==> config.mk <==
export PLATFORM = sky130hd
export DESIGN_NAME = uart_auto_baud_detector
export DESIGN_NICKNAME = d
export VERILOG_FILES = /design/src/rtl/uabd_pkg.sv /design/src/rtl/uart_auto_baud_detector.sv /design/src/rtl/uabd_div.sv /design/src/rtl/uabd_ctrl.sv /design/src/rtl/uabd_dp.sv
export VERILOG_INCLUDE_DIRS = /design/src /design/src/rtl
export SDC_FILE = /design/constraint.sdc
export NUM_CORES = 1
export LEC_CHECK = 0
export ABC_CLOCK_PERIOD_IN_PS = 6000
export BUFFER_PORTS_ARGS = -buffer_cell sky130_fd_sc_hd__buf_2
export CELL_PAD_IN_SITES_DETAIL_PLACEMENT = 1
export CELL_PAD_IN_SITES_GLOBAL_PLACEMENT = 1
export CORE_ASPECT_RATIO = 0.75
export CORE_MARGIN = 2
export CORE_UTILIZATION = 30
export CTS_BUF_LIST = sky130_fd_sc_hd__clkbuf_8
export CTS_CLUSTER_SIZE = 8
export DETAILED_ROUTE_END_ITERATION = 8
export GPL_ROUTABILITY_DRIVEN = 0
export PLACE_DENSITY_LB_ADDON = 0.08
export SYNTH_ARGS = -nofsm -noshare
export SYNTH_HDL_FRONTEND = slang
export SYNTH_SLANG_ARGS = --single-unit
==> constraint.sdc <==
create_clock -name clk -period 6 [get_ports clk]
set_clock_uncertainty 0.15 [all_clocks]
set_input_delay 0.9 -clock clk [delete_from_list [all_inputs] [get_ports clk]]
set_output_delay 0.9 -clock clk [all_outputs]
set_load 0.1 [all_outputs]
==> src/rtl/assert_macros.svh <==
// shared assertion macros, clocked on clk and disabled while rst_n is low
`ifndef ASSERT_MACROS_SVH
`define ASSERT_MACROS_SVH

`ifndef NO_ASSERTIONS

`define ASSERT_CLK(lbl, prop, msg) \
    lbl: assert property (@(posedge clk) disable iff (!rst_n) prop) else $error(msg);

`define ASSERT_NEVER(lbl, cond, msg) \
    lbl: assert property (@(posedge clk) disable iff (!rst_n) !(cond)) else $error(msg);

`else

`define ASSERT_CLK(lbl, prop, msg)

`define ASSERT_NEVER(lbl, cond, msg)

`endif

`endif

==> src/rtl/uabd_pkg.sv <==
package uabd_pkg;

    localparam int STAMP_W = 16;
    localparam int BYTE_W  = 8;
    localparam int NUM_W   = 24;
    localparam int DEN_W   = 16;
    localparam int FIN_W   = 25;

    localparam logic [STAMP_W-1:0] DIV_MAX = 16'hFFFF;

    localparam logic OP_EDGE    = 1'b0;
    localparam logic OP_ANALYZE = 1'b1;

    localparam logic [1:0] ST_FEW  = 2'd0;
    localparam logic [1:0] ST_OK   = 2'd1;
    localparam logic [1:0] ST_ZERO = 2'd2;

    localparam logic [1:0] REG_RATIO    = 2'd0;
    localparam logic [1:0] REG_SLOWER   = 2'd1;
    localparam logic [1:0] REG_PRESCALE = 2'd2;

    typedef struct packed {
        logic               opcode;
        logic [STAMP_W-1:0] edge_stamp;
    } uabd_item_t;

    typedef struct packed {
        logic [1:0]         status;
        logic [BYTE_W-1:0]  data_byte;
        logic [STAMP_W-1:0] baud_divisor;
    } uabd_result_t;

    typedef struct packed {
        logic store;
        logic res_few;
        logic rd_start;
        logic rd_next;
        logic take_first;
        logic take_bt;
        logic res_zero;
        logic div_iv;
        logic apply;
        logic fill;
        logic div_bt;
        logic mul2;
        logic res_ok;
    } uabd_cmd_t;

    typedef struct packed {
        logic count_lt2;
        logic bt_zero;
        logic more;
        logic div_done;
    } uabd_stat_t;

endpackage

==> src/rtl/uart_auto_baud_detector.sv <==
// uart auto-baud detector
// items come in on start/item and are taken when start is high and busy is low.
// an edge item (opcode edge) stores its timer stamp, up to MAX_EDGES of them,
// and gives no result; busy stays low while it is taken.
// an analyze item decodes the first character from the stored stamps and gives
// one result on result, marked by done for exactly one cycle; the receiver
// cannot hold it off, and a new item may be taken while done is high.
// with fewer than two stamps the result follows in the next cycle; otherwise busy
// stays high while the stamps are loaded and checked and, for a nonzero bit time,
// while each decoded interval (at most CHAR_BITS and MAX_EDGES - 2 of them) runs
// through the shared 24-step serial divider that does every interval division and
// the divisor scaling; the result comes in the same cycle that busy falls.
// configuration goes through cfg_valid/cfg_index/cfg_data; cfg_ready is always
// high; writes must be made only while the block is idle, which it does not enforce.
// reset clears the edge count and the capture lock and loads clock_ratio 1,
// timer_is_slower 0 and timer_prescale 4; the stamp store is not cleared.
// after a successful detection, edge items are ignored until reset.
module uart_auto_baud_detector
    import uabd_pkg::*;
#(
    parameter int MAX_EDGES = 10,
    parameter int CHAR_BITS = 8
)
(
    input  logic         clk,
    input  logic         rst_n,
    input  logic         start,
    output logic         busy,
    input  uabd_item_t   item,
    output logic         done,
    output uabd_result_t result,
    input  logic         cfg_valid,
    output logic         cfg_ready,
    input  logic [1:0]   cfg_index,
    input  logic [8:0]   cfg_data
);

    uabd_cmd_t  cmd;
    uabd_stat_t stat;
    logic       start_ok;

    assign cfg_ready = 1'b1;
    assign start_ok  = start && !busy;

    uabd_ctrl u_ctrl (
        .clk    (clk),
        .rst_n  (rst_n),
        .start  (start_ok),
        .opcode (item.opcode),
        .stat   (stat),
        .cmd    (cmd),
        .busy   (busy)
    );

    uabd_dp #(
        .MAX_EDGES (MAX_EDGES),
        .CHAR_BITS (CHAR_BITS)
    ) u_dp (
        .clk        (clk),
        .rst_n      (rst_n),
        .cmd        (cmd),
        .edge_stamp (item.edge_stamp),
        .cfg_we     (cfg_valid && cfg_ready),
        .cfg_index  (cfg_index),
        .cfg_data   (cfg_data),
        .stat       (stat),
        .done       (done),
        .result     (result)
    );

endmodule

==> src/rtl/uabd_div.sv <==
`include "assert_macros.svh"

module uabd_div
#(
    parameter int NUM_W = 24,
    parameter int DEN_W = 16
)
(
    input  logic             clk,
    input  logic             rst_n,
    input  logic             start,
    input  logic [NUM_W-1:0] numer,
    input  logic [DEN_W-1:0] denom,
    output logic             done,
    output logic [NUM_W-1:0] quot,
    output logic [DEN_W-1:0] rem
);

    localparam int CNT_W = $clog2(NUM_W + 1);

    logic             busy_reg;
    logic             done_reg;
    logic [CNT_W-1:0] cnt_reg;
    logic [NUM_W-1:0] quot_reg;
    logic [DEN_W-1:0] rem_reg;
    logic [DEN_W-1:0] denom_reg;

    logic [DEN_W:0]   shifted;
    logic [DEN_W-1:0] diff;
    logic             ge;
    logic [NUM_W-1:0] quot_next;
    logic [DEN_W-1:0] rem_next;

    // one restoring step: bring down the next dividend bit
    always_comb
    begin
        shifted   = {rem_reg, quot_reg[NUM_W-1]};
        ge        = shifted >= {1'b0, denom_reg};
        diff      = shifted[DEN_W-1:0] - denom_reg;
        rem_next  = ge ? diff : shifted[DEN_W-1:0];
        quot_next = {quot_reg[NUM_W-2:0], ge};
    end

    always_ff @(posedge clk or negedge rst_n)
    begin
        if (!rst_n)
        begin
            busy_reg <= 1'b0;
            done_reg <= 1'b0;
            cnt_reg  <= '0;
        end
        else
        begin
            done_reg <= 1'b0;
            if (start)
            begin
                busy_reg <= 1'b1;
                cnt_reg  <= '0;
            end
            else if (busy_reg)
            begin
                cnt_reg <= cnt_reg + CNT_W'(1);
                if (cnt_reg == CNT_W'(NUM_W - 1))
                begin
                    busy_reg <= 1'b0;
                    done_reg <= 1'b1;
                end
            end
        end
    end

    always_ff @(posedge clk)
    begin
        if (start)
        begin
            quot_reg  <= numer;
            rem_reg   <= '0;
            denom_reg <= denom;
        end
        else if (busy_reg)
        begin
            quot_reg <= quot_next;
            rem_reg  <= rem_next;
        end
    end

    assign done = done_reg;
    assign quot = quot_reg;
    assign rem  = rem_reg;

    `ASSERT_CLK(a_div_denom_nonzero, busy_reg |-> denom_reg != '0, "divide by zero")
    `ASSERT_NEVER(a_div_done_idle, done_reg && busy_reg, "done while still iterating")
    `ASSERT_CLK(a_div_done_after_busy, done_reg |-> $past(busy_reg), "done without a run")

endmodule

==> src/rtl/uabd_ctrl.sv <==
module uabd_ctrl
    import uabd_pkg::*;
(
    input  logic       clk,
    input  logic       rst_n,
    input  logic       start,
    input  logic       opcode,
    input  uabd_stat_t stat,
    output uabd_cmd_t  cmd,
    output logic       busy
);

    localparam logic [3:0] S_IDLE = 4'd0;
    localparam logic [3:0] S_LD0  = 4'd1;
    localparam logic [3:0] S_LD1  = 4'd2;
    localparam logic [3:0] S_CHKT = 4'd3;
    localparam logic [3:0] S_LDK  = 4'd4;
    localparam logic [3:0] S_WIV  = 4'd5;
    localparam logic [3:0] S_FILL = 4'd6;
    localparam logic [3:0] S_DIVB = 4'd7;
    localparam logic [3:0] S_WDB  = 4'd8;
    localparam logic [3:0] S_MUL2 = 4'd9;
    localparam logic [3:0] S_OUT  = 4'd10;

    logic [3:0] state_reg;
    logic [3:0] state_next;

    always_comb
    begin
        state_next = state_reg;
        cmd        = '0;
        case (state_reg)
            S_IDLE:
            begin
                if (start)
                begin
                    if (opcode == OP_EDGE)
                    begin
                        cmd.store = 1'b1;
                    end
                    else if (stat.count_lt2)
                    begin
                        cmd.res_few = 1'b1;
                    end
                    else
                    begin
                        cmd.rd_start = 1'b1;
                        state_next   = S_LD0;
                    end
                end
            end
            S_LD0:
            begin
                cmd.take_first = 1'b1;
                cmd.rd_next    = 1'b1;
                state_next     = S_LD1;
            end
            S_LD1:
            begin
                cmd.take_bt = 1'b1;
                state_next  = S_CHKT;
            end
            S_CHKT:
            begin
                if (stat.bt_zero)
                begin
                    cmd.res_zero = 1'b1;
                    state_next   = S_IDLE;
                end
                else if (stat.more)
                begin
                    cmd.rd_next = 1'b1;
                    state_next  = S_LDK;
                end
                else
                begin
                    state_next = S_FILL;
                end
            end
            S_LDK:
            begin
                cmd.div_iv = 1'b1;
                state_next = S_WIV;
            end
            S_WIV:
            begin
                if (stat.div_done)
                begin
                    cmd.apply  = 1'b1;
                    state_next = S_CHKT;
                end
            end
            S_FILL:
            begin
                cmd.fill   = 1'b1;
                state_next = S_DIVB;
            end
            S_DIVB:
            begin
                cmd.div_bt = 1'b1;
                state_next = S_WDB;
            end
            S_WDB:
            begin
                if (stat.div_done)
                begin
                    state_next = S_MUL2;
                end
            end
            S_MUL2:
            begin
                cmd.mul2   = 1'b1;
                state_next = S_OUT;
            end
            S_OUT:
            begin
                cmd.res_ok = 1'b1;
                state_next = S_IDLE;
            end
            default:
            begin
                state_next = S_IDLE;
            end
        endcase
    end

    always_ff @(posedge clk or negedge rst_n)
    begin
        if (!rst_n)
        begin
            state_reg <= S_IDLE;
        end
        else
        begin
            state_reg <= state_next;
        end
    end

    assign busy = state_reg != S_IDLE;

endmodule

==> src/rtl/uabd_dp.sv <==
`include "assert_macros.svh"

module uabd_dp
    import uabd_pkg::*;
#(
    parameter int MAX_EDGES = 10,
    parameter int CHAR_BITS = 8
)
(
    input  logic               clk,
    input  logic               rst_n,
    input  uabd_cmd_t          cmd,
    input  logic [STAMP_W-1:0] edge_stamp,
    input  logic               cfg_we,
    input  logic [1:0]         cfg_index,
    input  logic [8:0]         cfg_data,
    output uabd_stat_t         stat,
    output logic               done,
    output uabd_result_t       result
);

    localparam int AW = $clog2(MAX_EDGES);
    localparam int CW = $clog2(MAX_EDGES + 1);
    localparam int FW = $clog2(CHAR_BITS + 1);

    // edge stamp store
    logic [STAMP_W-1:0] mem [MAX_EDGES];
    logic [STAMP_W-1:0] rd_data_reg;
    logic [AW-1:0]      rd_addr;
    logic               mem_we;

    logic [CW-1:0]        count_reg;
    logic [CW-1:0]        idx_reg;
    logic                 lock_reg;
    logic [7:0]           ratio_reg;
    logic                 slower_reg;
    logic [8:0]           pre_reg;
    logic [STAMP_W-1:0]   prev_reg;
    logic [STAMP_W-1:0]   bt_reg;
    logic                 level_reg;
    logic [FW-1:0]        filled_reg;
    logic [CHAR_BITS-1:0] data_reg;
    logic [NUM_W-1:0]     prod1_reg;
    logic [FIN_W-1:0]     prod2_reg;
    logic                 done_reg;
    uabd_result_t         result_reg;

    logic [7:0]           ratio_eff;
    logic [8:0]           pre_eff;
    logic [STAMP_W-1:0]   interval;
    logic                 div_start;
    logic [NUM_W-1:0]     div_numer;
    logic [DEN_W-1:0]     div_denom;
    logic                 div_done;
    logic [NUM_W-1:0]     div_quot;
    logic [DEN_W-1:0]     div_rem;

    logic                 round_up;
    logic [16:0]          q_round;
    logic [16:0]          nbits;
    logic [17:0]          span_sum;
    logic [FW-1:0]        end_pos;
    logic [CHAR_BITS-1:0] run_mask;
    logic [CHAR_BITS-1:0] data_next;
    logic [BYTE_W-1:0]    byte_w;
    logic [STAMP_W-1:0]   div_sat;

    assign ratio_eff = (ratio_reg == '0) ? 8'd1 : ratio_reg;
    assign pre_eff   = (pre_reg == '0) ? 9'd1 : pre_reg;
    assign interval  = rd_data_reg - prev_reg;

    assign mem_we  = cmd.store && !lock_reg && (count_reg < CW'(MAX_EDGES));
    assign rd_addr = cmd.rd_start ? '0 : idx_reg[AW-1:0];

    always_ff @(posedge clk)
    begin
        if (mem_we)
        begin
            mem[count_reg[AW-1:0]] <= edge_stamp;
        end
        if (cmd.rd_start || cmd.rd_next)
        begin
            rd_data_reg <= mem[rd_addr];
        end
    end

    // bit count of one interval, rounded, at least one, and the data byte update
    always_comb
    begin
        round_up = div_rem > {1'b0, bt_reg[STAMP_W-1:1]};
        q_round  = {1'b0, div_quot[STAMP_W-1:0]} + 17'(round_up);
        nbits    = (q_round == '0) ? 17'd1 : q_round;
        span_sum = 18'(filled_reg) + 18'(nbits);
        if (cmd.fill || span_sum > 18'(CHAR_BITS))
        begin
            end_pos = FW'(CHAR_BITS);
        end
        else
        begin
            end_pos = span_sum[FW-1:0];
        end
        for (int i = 0; i < CHAR_BITS; i++)
        begin
            run_mask[i] = (FW'(i) >= filled_reg) && (FW'(i) < end_pos);
        end
        data_next = level_reg ? (data_reg | run_mask) : data_reg;
    end

    // divider sharing: interval / bit time, then the divisor scaling
    always_comb
    begin
        div_start = cmd.div_iv || cmd.div_bt;
        if (cmd.div_iv)
        begin
            div_numer = NUM_W'(interval);
            div_denom = bt_reg;
        end
        else if (slower_reg)
        begin
            div_numer = prod1_reg;
            div_denom = DEN_W'(pre_eff);
        end
        else
        begin
            div_numer = NUM_W'(bt_reg);
            div_denom = DEN_W'(ratio_eff);
        end
    end

    uabd_div #(
        .NUM_W (NUM_W),
        .DEN_W (DEN_W)
    ) u_div (
        .clk   (clk),
        .rst_n (rst_n),
        .start (div_start),
        .numer (div_numer),
        .denom (div_denom),
        .done  (div_done),
        .quot  (div_quot),
        .rem   (div_rem)
    );

    assign byte_w  = BYTE_W'(data_reg);
    assign div_sat = (prod2_reg > FIN_W'(DIV_MAX)) ? DIV_MAX : prod2_reg[STAMP_W-1:0];

    always_ff @(posedge clk or negedge rst_n)
    begin
        if (!rst_n)
        begin
            count_reg  <= '0;
            idx_reg    <= '0;
            lock_reg   <= 1'b0;
            ratio_reg  <= 8'd1;
            slower_reg <= 1'b0;
            pre_reg    <= 9'd4;
            done_reg   <= 1'b0;
        end
        else
        begin
            done_reg <= cmd.res_few || cmd.res_zero || cmd.res_ok;
            if (cfg_we)
            begin
                case (cfg_index)
                    REG_RATIO:    ratio_reg  <= cfg_data[7:0];
                    REG_SLOWER:   slower_reg <= cfg_data[0];
                    REG_PRESCALE: pre_reg    <= cfg_data;
                    default:      ;
                endcase
            end
            if (mem_we)
            begin
                count_reg <= count_reg + CW'(1);
            end
            if (cmd.rd_start)
            begin
                idx_reg <= CW'(1);
            end
            else if (cmd.rd_next)
            begin
                idx_reg <= idx_reg + CW'(1);
            end
            if (cmd.res_zero)
            begin
                count_reg <= '0;
            end
            if (cmd.res_ok)
            begin
                count_reg <= '0;
                lock_reg  <= 1'b1;
            end
        end
    end

    always_ff @(posedge clk)
    begin
        if (cmd.take_first)
        begin
            prev_reg <= rd_data_reg;
        end
        if (cmd.take_bt)
        begin
            bt_reg     <= interval;
            prev_reg   <= rd_data_reg;
            level_reg  <= 1'b1;
            filled_reg <= '0;
            data_reg   <= '0;
        end
        if (cmd.div_iv)
        begin
            prev_reg <= rd_data_reg;
        end
        if (cmd.apply)
        begin
            data_reg   <= data_next;
            filled_reg <= end_pos;
            level_reg  <= !level_reg;
        end
        if (cmd.fill)
        begin
            data_reg   <= data_next;
            filled_reg <= end_pos;
            prod1_reg  <= NUM_W'(bt_reg) * NUM_W'(ratio_eff);
        end
        if (cmd.mul2)
        begin
            if (slower_reg)
            begin
                prod2_reg <= FIN_W'(div_quot);
            end
            else
            begin
                prod2_reg <= FIN_W'(div_quot[STAMP_W-1:0]) * FIN_W'(pre_eff);
            end
        end
        if (cmd.res_few)
        begin
            result_reg <= '{status: ST_FEW, data_byte: '0, baud_divisor: '0};
        end
        if (cmd.res_zero)
        begin
            result_reg <= '{status: ST_ZERO, data_byte: '0, baud_divisor: '0};
        end
        if (cmd.res_ok)
        begin
            result_reg <= '{status: ST_OK, data_byte: byte_w, baud_divisor: div_sat};
        end
    end

    assign stat.count_lt2 = count_reg < CW'(2);
    assign stat.bt_zero   = bt_reg == '0;
    assign stat.more      = (idx_reg < count_reg) && (filled_reg < FW'(CHAR_BITS));
    assign stat.div_done  = div_done;

    assign done   = done_reg;
    assign result = result_reg;

    `ASSERT_CLK(a_lock_sticky, lock_reg |=> lock_reg, "capture lock dropped")
    `ASSERT_NEVER(a_count_bound, count_reg > CW'(MAX_EDGES), "edge count overflow")
    `ASSERT_CLK(a_ok_clears, cmd.res_ok |=> lock_reg && count_reg == '0, "detect did not lock")

endmodule
# Yosys cells after proc, flatten, opt, wreduce, memory -nomap -nowiden
# Memory sizes are Yosys's and may differ from the RTL's. A register that Yosys moved wholly into a read port is not among the register bits.
# Index checks and enable logic that the tools add are counted.
[totals]
ramBits = 160
input_bits = 32
out_inout_bits = 29
mem_count = 1
elab_cells = 189
regBits = 215
[classes]
order_cmp = 24
n_mul = 2
addsub = 7
mux = 72
n_reduce_logical = 39
n_eq_ne = 18
bitwise_logic = 1
[memory_table]
columns = ["memory", "depth", "width", "rd", "rd_clocked_by_memory_dff", "write_ports", "line_no", "rtl"]
rows = [
  ["u_dp.mem", 10, 16, 1, 1, 1, "uabd_dp.sv:27", "logic [STAMP_W-1:0] mem [MAX_EDGES];"],
]
[op_table]
columns = ["operator", "count"]
rows = [
  ["2-to-1 mux 24 bit", 6],
  ["2-to-1 mux 16 bit", 6],
  ["2-to-1 mux 4 bit", 15],
  ["2-to-1 mux 26 bit", 2],
  ["2-to-1 mux 8 bit", 5],
  ["case mux 4 bit (10 select lines)", 1],
  ["subtractor 16 bit", 2],
  ["2-to-1 mux 1 bit", 26],
  ["> comparator 25 x 16 -> 1 bit (second input constant)", 1],
  ["multiplier 16 x 9 -> 25 bit", 1],
  ["multiplier 16 x 8 -> 24 bit", 1],
  ["adder 4 x 17 -> 18 bit", 1],
  ["> comparator 18 x 4 -> 1 bit (second input constant)", 1],
  ["2-to-1 mux 9 bit", 2],
  ["adder 16 x 1 -> 17 bit", 1],
  ["greater-or-equal comparator 17 x 16 -> 1 bit", 1],
  ["logical NOT 17 bit", 1],
  ["2-to-1 mux 17 bit", 1],
  ["== test 4 x 3 -> 1 bit (second input constant)", 4],
  ["greater-or-equal comparator 3 x 4 -> 1 bit (first input constant)", 4],
  ["> comparator 16 x 15 -> 1 bit", 1],
  ["logical NOT 16 bit", 1],
  ["less-than comparator 3 x 4 -> 1 bit (first input constant)", 4],
  ["== test 4 bit (second input constant)", 3],
  ["33 further kinds", 72],
]

# Longest topological paths before layout
# Gate-level depths: netlist of run 1.
[depth]
word_depth = 14
ltp_mapped = 30

# Modules after synthesis
# From an unflattened synthesis of run 1, not the netlist that was laid out.
[unflattened]
cells_unflattened = 2407
area_unflattened_um2 = 26892.0
[modules_own_cells]
columns = ["mod", "cells_per_inst", "instances", "seq_area_each_um2", "area_each_um2"]
rows = [
  ["uabd_dp", 2020, 1, 9571.7, 22954.5],
  ["uabd_div", 335, 1, 1696.6, 3544.6],
  ["uabd_ctrl", 49, 1, 100.1, 367.9],
  ["uart_auto_baud_detector", 3, 1, 0.0, 25.0],
]

# Worst setup path after synthesis of run 1
# OpenSTA, ideal clock, no wires.
[synth_timing]
path_type = "register to register"
start = "register u_dp.bt_reg[10]"
end = "register u_dp.data_reg[4] (netlist: u_dp.byte_w[4]), data pin"
period_less_slack_ps = 6070
path_slack_ps = -70
arrival_time_ps = 5640
path_stages_with_launch = 29
setup_time_ps = 280
required_ps = 5570
cell_sequence = "edfxtp_1 clkbuf_1 inv_1 ha_1 a21o_1 a21o_1 a21o_1 a21o_1 a21o_1 a211o_1 nor2_1 a211oi_1 ha_1 ha_1 nand3_1 nor2_1 nand2_1 mux2_2 o32ai_1 nand2_1 o21bai_1 ha_1 fa_1 or2_2 o21a_1 nor4_1 nand4_1 nor3_2 a221oi_1"
[synth_between]
elab_chain_len = 14
[synth_lines]
columns = ["element", "line_no", "rtl"]
rows = [
  ["start: declaration", "uabd_dp.sv:39", "logic [STAMP_W-1:0] bt_reg;"],
  ["start signal: assignment", "uabd_dp.sv:203", "bt_reg <= interval;"],
  ["> comparator 16 x 15 -> 1 bit *", "uabd_dp.sv:90", "round_up = div_rem > {1'b0, bt_reg[STAMP_W-1:1]};"],
  ["adder 16 x 1 -> 17 bit *", "uabd_dp.sv:91", "q_round = {1'b0, div_quot[STAMP_W-1:0]} + 17'(round_up);"],
  ["logical NOT 17 bit", "uabd_dp.sv:92", "nbits = (q_round == '0) ? 17'd1 : q_round;"],
  ["2-to-1 mux 17 bit *", "uabd_dp.sv:92", ""],
  ["adder 4 x 17 -> 18 bit *", "uabd_dp.sv:93", "span_sum = 18'(filled_reg) + 18'(nbits);"],
  ["> comparator 18 x 4 -> 1 bit", "uabd_dp.sv:94", "if (cmd.fill || span_sum > 18'(CHAR_BITS))"],
  ["logical OR 1 bit", "uabd_dp.sv:94", ""],
  ["2-to-1 mux 4 bit *", "uabd_dp.sv:94", ""],
  ["less-than comparator 3 x 4 -> 1 bit *", "uabd_dp.sv:104", "run_mask[i] = (FW'(i) >= filled_reg) && (FW'(i) < end_pos);"],
  ["logical AND 1 bit *", "uabd_dp.sv:104", ""],
  ["bitwise OR 8 bit *", "uabd_dp.sv:106", "data_next = level_reg ? (data_reg | run_mask) : data_reg;"],
  ["2-to-1 mux 8 bit *", "uabd_dp.sv:106", ""],
  ["2-to-1 mux 8 bit", "uabd_dp.sv:213", "if (cmd.apply)"],
  ["2-to-1 mux 8 bit *", "uabd_dp.sv:219", "if (cmd.fill)"],
  ["end signal: assignment", "uabd_dp.sv:215", "data_reg <= data_next;"],
  ["end signal: assignment", "uabd_dp.sv:221", "data_reg <= data_next;"],
  ["end: declaration", "uabd_dp.sv:42", "logic [CHAR_BITS-1:0] data_reg;"],
]
# Mark *: on every way between the ends. The rest lies on a longest branch, timed or not.
# A chain may end at the register's enable or synchronous reset.

# Worst setup path after layout of run 1
[layout_timing]
start = "register u_dp.bt_reg[10]"
end = "register u_dp.filled_reg[1], data pin"
[layout_between]
elab_chain_len = 10
[layout_lines]
columns = ["element", "line_no", "rtl"]
rows = [
  ["> comparator 16 x 15 -> 1 bit *", "uabd_dp.sv:90", ""],
  ["adder 16 x 1 -> 17 bit *", "uabd_dp.sv:91", ""],
  ["logical NOT 17 bit", "uabd_dp.sv:92", ""],
  ["2-to-1 mux 17 bit *", "uabd_dp.sv:92", ""],
  ["adder 4 x 17 -> 18 bit *", "uabd_dp.sv:93", ""],
  ["> comparator 18 x 4 -> 1 bit", "uabd_dp.sv:94", ""],
  ["logical OR 1 bit", "uabd_dp.sv:94", ""],
  ["2-to-1 mux 4 bit *", "uabd_dp.sv:94", ""],
  ["2-to-1 mux 4 bit", "uabd_dp.sv:213", ""],
  ["2-to-1 mux 4 bit *", "uabd_dp.sv:219", ""],
  ["end signal: assignment", "uabd_dp.sv:216", "filled_reg <= end_pos;"],
  ["end signal: assignment", "uabd_dp.sv:222", "filled_reg <= end_pos;"],
  ["end: declaration", "uabd_dp.sv:41", "logic [FW-1:0] filled_reg;"],
]
# Marked as above.

==> results of run 1 <==
==> logic make-up (layout without fill, tap and decap cells) <==
| group | count (synthesis) | in the layout | synth area share (%) |
|---|---|---|---|
| AO/OA/AOI/OAI | 400 | 400 | 9.89 |
| XOR/XNOR | 73 | 73 | 2.38 |
| adder cells (fa/ha/maj) | 336 | 336 | 20.9 |
| buffers and inverters | 408 | 590 | 5.87 |
| flip-flops | 391 | 391 | 42.4 |
| multiplexers | 116 | 116 | 4.53 |
| other | 1 | 2 | 0.0140 |
| AND/OR/NAND/NOR | 814 | 814 | 14.1 |
==> path summary, 6_finish.rpt <==
kind | end | slack (ns) | cells past startpoint
setup / recovery | u_dp.filled_reg[1]$_DFFE_PP_ | 0.28 | 29
setup reg to reg | u_dp.filled_reg[1]$_DFFE_PP_ | 0.28 | 29
max in group asynchronous | u_dp.idx_reg[0]$_DFFE_PN0P_ | 4.94 | 2
hold reg to reg | u_dp.prev_reg[6]$_DFFE_PP_ | 0.31 | 0
min in group clk | u_dp.prev_reg[6]$_DFFE_PP_ | 0.31 | 0
hold / removal | u_dp.ratio_reg[5]$_DFFE_PN0P_ | 0.22 | 2
==> final cells by class <==
class	instances	area share (%)
antenna	1	0.00814
clock buffer	78	3.49
clock inverter	56	1.11
inverter	271	3.31
multi-input combinational	1740	46.3
sequential	391	37.0
tap	1152	4.69
timing repair buffer	185	4.13
==> per-layer routing <==
metal | GRT usage, % | vias up
met3 | 2.62 | 86
met4 | 3.93 | 0
met2 | 26.5 | 278
li1 | - | 8968
met1 | 27.3 | 9955
met5 | 0 | -
==> placed cells by master (no fill, tap or decap), drive strengths merged, types with 15 or more instances in the layout <==
cell type and n:
nor2 144, clkinv 23, xor2 27, ha 150, xnor2 46, fa 186, dfrtp 37, nand3 61
o21ai 98, inv 300, nand2b 17, nand4 23, clkbuf 78, mux2 43, and2 88, nand2 372
edfxtp 334, a21oi 98, dfxtp 18, a211oi 15, mux2i 73, o22ai 19, a311oi 19, nor4 25
buf 185, a21o 20, nor3 31, o21a 38
==> worst max-delay path, delay by kind of cell (launching register included) <==
| family | cells | cell delay, ns |
|---|---|---|
| DFF | 1 | 0.40 |
| and+or+nand+nor | 10 | 1.50 |
| buffers and inverters | 4 | 0.59 |
| AOI/OAI and AO/OA | 11 | 1.86 |
| adders and majority gates | 4 | 1.08 |
==> stage by stage <==
| stage | setup WS [ns] | utilization, % | TNS (ns) | cells |
|---|---|---|---|---|
| 2_1_floorplan | 0.0293 | - | 0 | 2539 |
| 3_3_place_gp | -0.0538 | 32.9 | -0.440 | 3733 |
| 3_5_place_dp | -0.261 | 32.9 | -2.36 | 3733 |
| 4_1_cts | 0.0137 | 34.7 | 0 | 3873 |
| 5_1_grt | -0.0216 | 34.8 | -0.0470 | 3874 |
| 6_report | 0.276 | 34.8 | 0 | 3874 |
==> repair_timing <==
action                                  4_1_cts  5_1_grt
buffers inserted                              5        3
resized for setup                            25       37
endpoints found under the setup margin       12       16
gates cloned                                  1        0
pin swaps                                    17       30
==> metrics.md, run 1 <==
| Metric | Value |
|---|---|
| WHS | 0.216 ns |
| Critical path's slowest cell | fa_1 |
| Pins over their slew limit | 0 |
| Post-synthesis sequential area ratio | 42.4% |
| Yosys warns | 0 |
| Cell taking the most area after synthesis | edfxtp_1 |
| Core Region | 88,200 sq um |
| Clock net sink count | approximately 390 |
| Die H | around 260 um |
| Vias in the first global route | 20,800 |
| Gr usage total | roughly 18% |
| Most frequent cell after synthesis | nand2_1 |
| Critical path origin | u_dp.bt_reg[10]$_DFFE_PP_ |
| CP arrival | about 6 ns |
| Flip-flop and latch area | 11,400 sq um |
| CP endpoint kind | flip-flop |
| DRC | 0 |
| Ranking of synthesized cells by area | edfxtp_1 (37%), fa_1 (14%), ha_1 (7.0%), nand2_1 (5.2%), inv_1 (3.8%) |
| Reg-to-reg critical path startpoint | u_dp.bt_reg[10]$_DFFE_PP_ |
| DRT antenna net count | 0 |
| # setup viols final | 0 |
| Highest routed layer | met4 |
| Post-DP Area | 29,000 sq um |
| Met2 Wirelength | approximately 34,000 um |
| Max H-tree Level | 3 |
| #FFs+latches synth | 391 |
| Most used DFF post-synth | edfxtp_1 |
| Fin crit share | 95.4% |
| Largest stage delay, worst path | 0.43 ns |
| Final hold vios | 0 |
| Die W | 349 um |
| Actual slew at the worst max-slew pin | 1.21 ns |
| Post-synth top area share | a little under two fifths |
| Mapped Nets | a little under 3,000 |
| Initial antenna violation count | 4 |
| CTS tree | built |
| Total congestion overflow | 0 |
| Routed WL | 80,600 um |
| Synth top cells by count | nand2_1 (372), edfxtp_1 (334), inv_1 (269), fa_1 (186), ha_1 (150) |
| DR vias/cell | about 5.0 |
| Status | finished, final reports clean |
| Cell variety after synth | 83 |
| Crit path top cell by count | a21o_1 |
| Critical path launch point type | flip-flop |
| FP Rows | between 90 and 100 |
| Share of cells above drive strength 1 | 14.6% |
| CP Max Fanout | 4 |
| Mean Syn Cell Area | around 11 sq um |
| HPWL Detailed | 60,500 um |
| Met3 wire len | 2780 um |
| Nets@finish | 3,030 |
| Max-Cap Viols | 0 |
| Largest net degree at the start of global routing | 47 |
| Via count | 19,300 |
| Buffers on Ports | 59 |
| Die ar. | 91,900 sq um |
| Clk root buf | clkbuf_8 |
| HP Class | in -> async |
| Max reg flops | 160 |
| Area delta synth->final | 14.5% |
| First-pass GRT wire length | 127,000 um |
| Slew headroom | 19.4% |
| Clk Latency, worst-skew pair | around 0.67 ns |
| Async SR Flop Fraction | between 9 and 10% |
| Fillers | 9,814 |
| Clk slew on worst S/H paths | about 0.060 ns |
| DR WL/cell | 20.8 um |
| 1st-pass router iterations | 5 |
| Kind of critical path | reg -> reg |
| Inserted Clock Buffers | 73 |
| Crit path required time | 6.40 ns |
| CTS max path bufs | 3 |
| Final Instance Area | about 30,000 sq um |
| F_max | 0.175 GHz |
| DRT iter0 DRCs | 964 |
| Initial core utilization | 30.4% |
| Post-synth EDFFs | roughly 330 |
| Cts hold-fix bufs | 0 |
| Final min period | approximately 5.7 ns |
| Multi-input logic area | 14,200 sq um |
| Top Ports | 61 |
| Netlist Area Pre-Place | 26,800 sq um |
| M1 WL | 42,100 um |
| Mapped Cells | 2,539 |
Power of run 1 is not shown: default switching activity piles up to over one toggle a cycle in this logic, so the estimate is an artifact.
==> run 2, diff against run 1 <==
--- a/config.mk
+++ b/config.mk
@@ -10,7 +10,7 @@
 export BUFFER_PORTS_ARGS = -buffer_cell sky130_fd_sc_hd__buf_2
 export CELL_PAD_IN_SITES_DETAIL_PLACEMENT = 1
 export CELL_PAD_IN_SITES_GLOBAL_PLACEMENT = 1
-export CORE_ASPECT_RATIO = 0.75
+export CORE_ASPECT_RATIO = 1.25
 export CORE_MARGIN = 2
 export CORE_UTILIZATION = 30
 export CTS_BUF_LIST = sky130_fd_sc_hd__clkbuf_8
==> run 2 against run 1 <==
  * First-iteration DRC count shrank 26%
  * Highest routed layer is now met5
  * Final area increased by 0.36%
  * Core utilization about the same
  * Die area hardly changed
  * Critical path depth is 1 lower
  * Clock-buffer cell count is 3 higher
  * Sequential share of layout area shrank 0.15 points
  * Cell count grew 0.93%
  * Global-route usage is 0.55 points higher
  * Hold slack got worse by 0.056 ns
  * Setup slack got worse by 0.19 ns
  * Register-to-register slack worse by 0.19 ns
==> metrics.md, run 2 (same netlist as run 1, synthesis figures left out) <==
| Metric | Value |
|---|---|
| Fin crit share | 98.5% (+3.1 points) |
| Commonest non-fill, non-tap cell in the layout | nand2_1 |
| Largest stage delay, worst path | 0.43 ns (about the same) |
| Pins over their slew limit | 0 (unchanged) |
| Kind of critical path | reg -> reg |
| Nets@finish | 3,040 (+0.33%) |
| DRC | 0 (unchanged) |
| Initial antenna violation count | 3 (-1) |
| Critical path origin | u_dp.bt_reg[10]$_DFFE_PP_ |
| DRT iter0 DRCs | 711 (-26%) |
| CP arrival | 6.20 ns (+0.08 ns) |
| Clock net sink count | 391 (unchanged) |
| Top Ports | 61 (unchanged) |
| Max-Cap Viols | 0 (unchanged) |
| Max H-tree Level | 3 (unchanged) |
| Die W | 272 um (-22%) |
| FP Rows | 122 (+30%) |
| Critical path's slowest cell | fa_1 |
| Area delta synth->final | 15.0% |
| Inserted Clock Buffers | 72 (-1.4%) |
| Critical path launch point type | flip-flop |
| Clk slew on worst S/H paths | 0.06 ns (about the same) |
| F_max | 0.169 GHz (-3.2%) |
| Actual slew at the worst max-slew pin | 1.21 ns (+0.00168 ns) |
| Max reg flops | 160 (unchanged) |
| 1st-pass router iterations | 5 (unchanged) |
| Pre-CTS WS | -0.356 ns (-0.0958 ns) |
| Vias in the first global route | 21,700 (+4.1%) |
| HP Class | in -> async |
| Final hold vios | 0 (unchanged) |
| Reg-to-reg critical path startpoint | u_dp.bt_reg[10]$_DFFE_PP_ |
| Cts hold-fix bufs | 0 (unchanged) |
| Core Region | 88,500 sq um (+0.37%) |
| HPWL Detailed | 61,200 um (+1.1%) |
| Share of cells above drive strength 1 | 14.8% (+0.21 points) |
| PnR worst setup slack | 0.0881 ns (-0.188 ns) |
| # setup viols final | 0 (unchanged) |
| CTS max path bufs | 3 (unchanged) |
| Fillers | 9,859 (+0.46%) |
| Die ar. | 91,900 sq um (about the same) |
| Final min period | 5.91 ns (+0.188 ns) |
| Status | finished, final reports clean |
| Flip-flop and latch area | 11,400 sq um (about the same) |
| Slew headroom | 19.4% (-0.023 points) |
| Total congestion overflow | 0 (unchanged) |
| RSZ-0062 raised after global routing | yes |
| Commonest cells after routing, fill and taps aside | nand2_1 (370), edfxtp_1 (334), inv_1 (294) |
| CP endpoint kind | flip-flop |
| Initial core utilization | 30.3% (-0.11 points) |
| Largest net degree at the start of global routing | 45 (-4.3%) |
| Clk root buf | clkbuf_8 |
| Buffers on Ports | 59 (unchanged) |
| First-pass GRT wire length | 130,000 um (+2.2%) |
| DR vias/cell | 4.90 (-1.6%) |
| WHS | 0.160 ns (-0.0562 ns) |
| DRT antenna net count | 0 (unchanged) |
| Clk Latency, worst-skew pair | 0.69 ns (+0.02 ns) |
| Gr usage total | 18.4% (+0.55 points) |
| Crit path required time | 6.29 ns (-0.11 ns) |
| Routed WL | 83,900 um (+4.1%) |
| Die H | 338 um (+29%) |
| Multi-input logic area | 14,100 sq um (-0.55%) |
| CP Max Fanout | 5 (+1) |
| DR WL/cell | 21.5 um (+3.2%) |
| Worst R2R End | u_dp.byte_w[7]$_DFFE_PP_ |
| Crit path top cell by count | a21o_1 |
| Cell depth of the worst flop-to-flop path | 28 (-3.4%) |
| CTS tree | built |
| Via count | 19,200 (-0.64%) |
| R2r setup slk | 0.09 ns (-0.19 ns) |
-- run 2: cell types whose count changed in the layout (fill, tap and decap cells not counted), moves of 2 or more --
| cell | before | now |
|---|---|---|
| clkinv_1 | 17 | 11 |
| nand3_1 | 59 | 61 |
| xor2_2 | 2 | 0 |
| clkbuf_8 | 78 | 81 |
| inv_12 | 1 | 3 |
| buf_4 | 121 | 132 |
| nand2_2 | 4 | 2 |
| inv_6 | 2 | 0 |
| nor2_1 | 136 | 138 |
| nand2_1 | 367 | 370 |
-- run 2: worst max path at each step --
stage / end / slack, ns / cells after the start
3_3_place_gp: u_dp.byte_w[4]$_DFFE_PP_ / -0.26 / 29
4_1_cts: u_dp.byte_w[4]$_DFFE_PP_ / 0.003 / 31
5_1_grt: u_dp.byte_w[7]$_DFFE_PP_ / -0.25 / 28
2_1_floorplan: u_dp.byte_w[4]$_DFFE_PP_ / 0.03 / 28
3_5_place_dp: u_dp.filled_reg[0]$_DFFE_PP_ / -0.36 / 30
6_report: u_dp.byte_w[7]$_DFFE_PP_ / 0.09 / 28
-- run 2: routing by layer --
metal	track usage, %	up-vias	wire length (um)
met1	20.8	9802	34300
li1	-	8998	-
met4	5.72	4	2250
met5	0	-	23
met3	2.53	122	2250
met2	35.2	238	45200
-- run 2: per-stage QoR --
step                TNS [ns]  cells  instance area, sq um  util (%)
floorplan                  0   2539                 26800         -
global placement       -2.94   3767                 29100      32.8
detailed placement     -3.51   3767                 29100      32.8
CTS                        0   3909                 30700      34.7
global route           -2.67   3910                 30800      34.8
finish                     0   3910                 30800      34.8
-- run 2: critical path: cells and delay by family, from the launching register on --
| family | cells | cell delay (ns) |
|---|---|---|
| and+or+nand+nor | 9 | 1.79 |
| AOI/OAI and AO/OA | 10 | 1.63 |
| adders and majority gates | 5 | 1.23 |
| DFF | 1 | 0.39 |
| buffers and inverters | 3 | 0.38 |
| xor gates and xnor gates | 1 | 0.15 |
-- run 2: timing repair --
| item | in CTS | in global routing |
|---|---|---|
| setup endpoints to repair | 12 | 21 |
| gates cloned | 1 | 0 |
| buffers inserted | 9 | 2 |
| hold endpoints to repair | 0 | 0 |
| pin swaps | 15 | 23 |
| gates resized for setup | 17 | 30 |
-- run 2: area by class of cell --
class | instances | share of cell area (%)
diodes | 2 | 0.0162
clock buffers | 81 | 3.61
clock inverters | 51 | 1.22
inverters | 271 | 3.30
multi-input cells | 1740 | 45.8
flip-flops and latches | 391 | 36.9
well taps | 1178 | 4.78
repair buffers | 196 | 4.38
Power of run 2 is left out for the same reason.
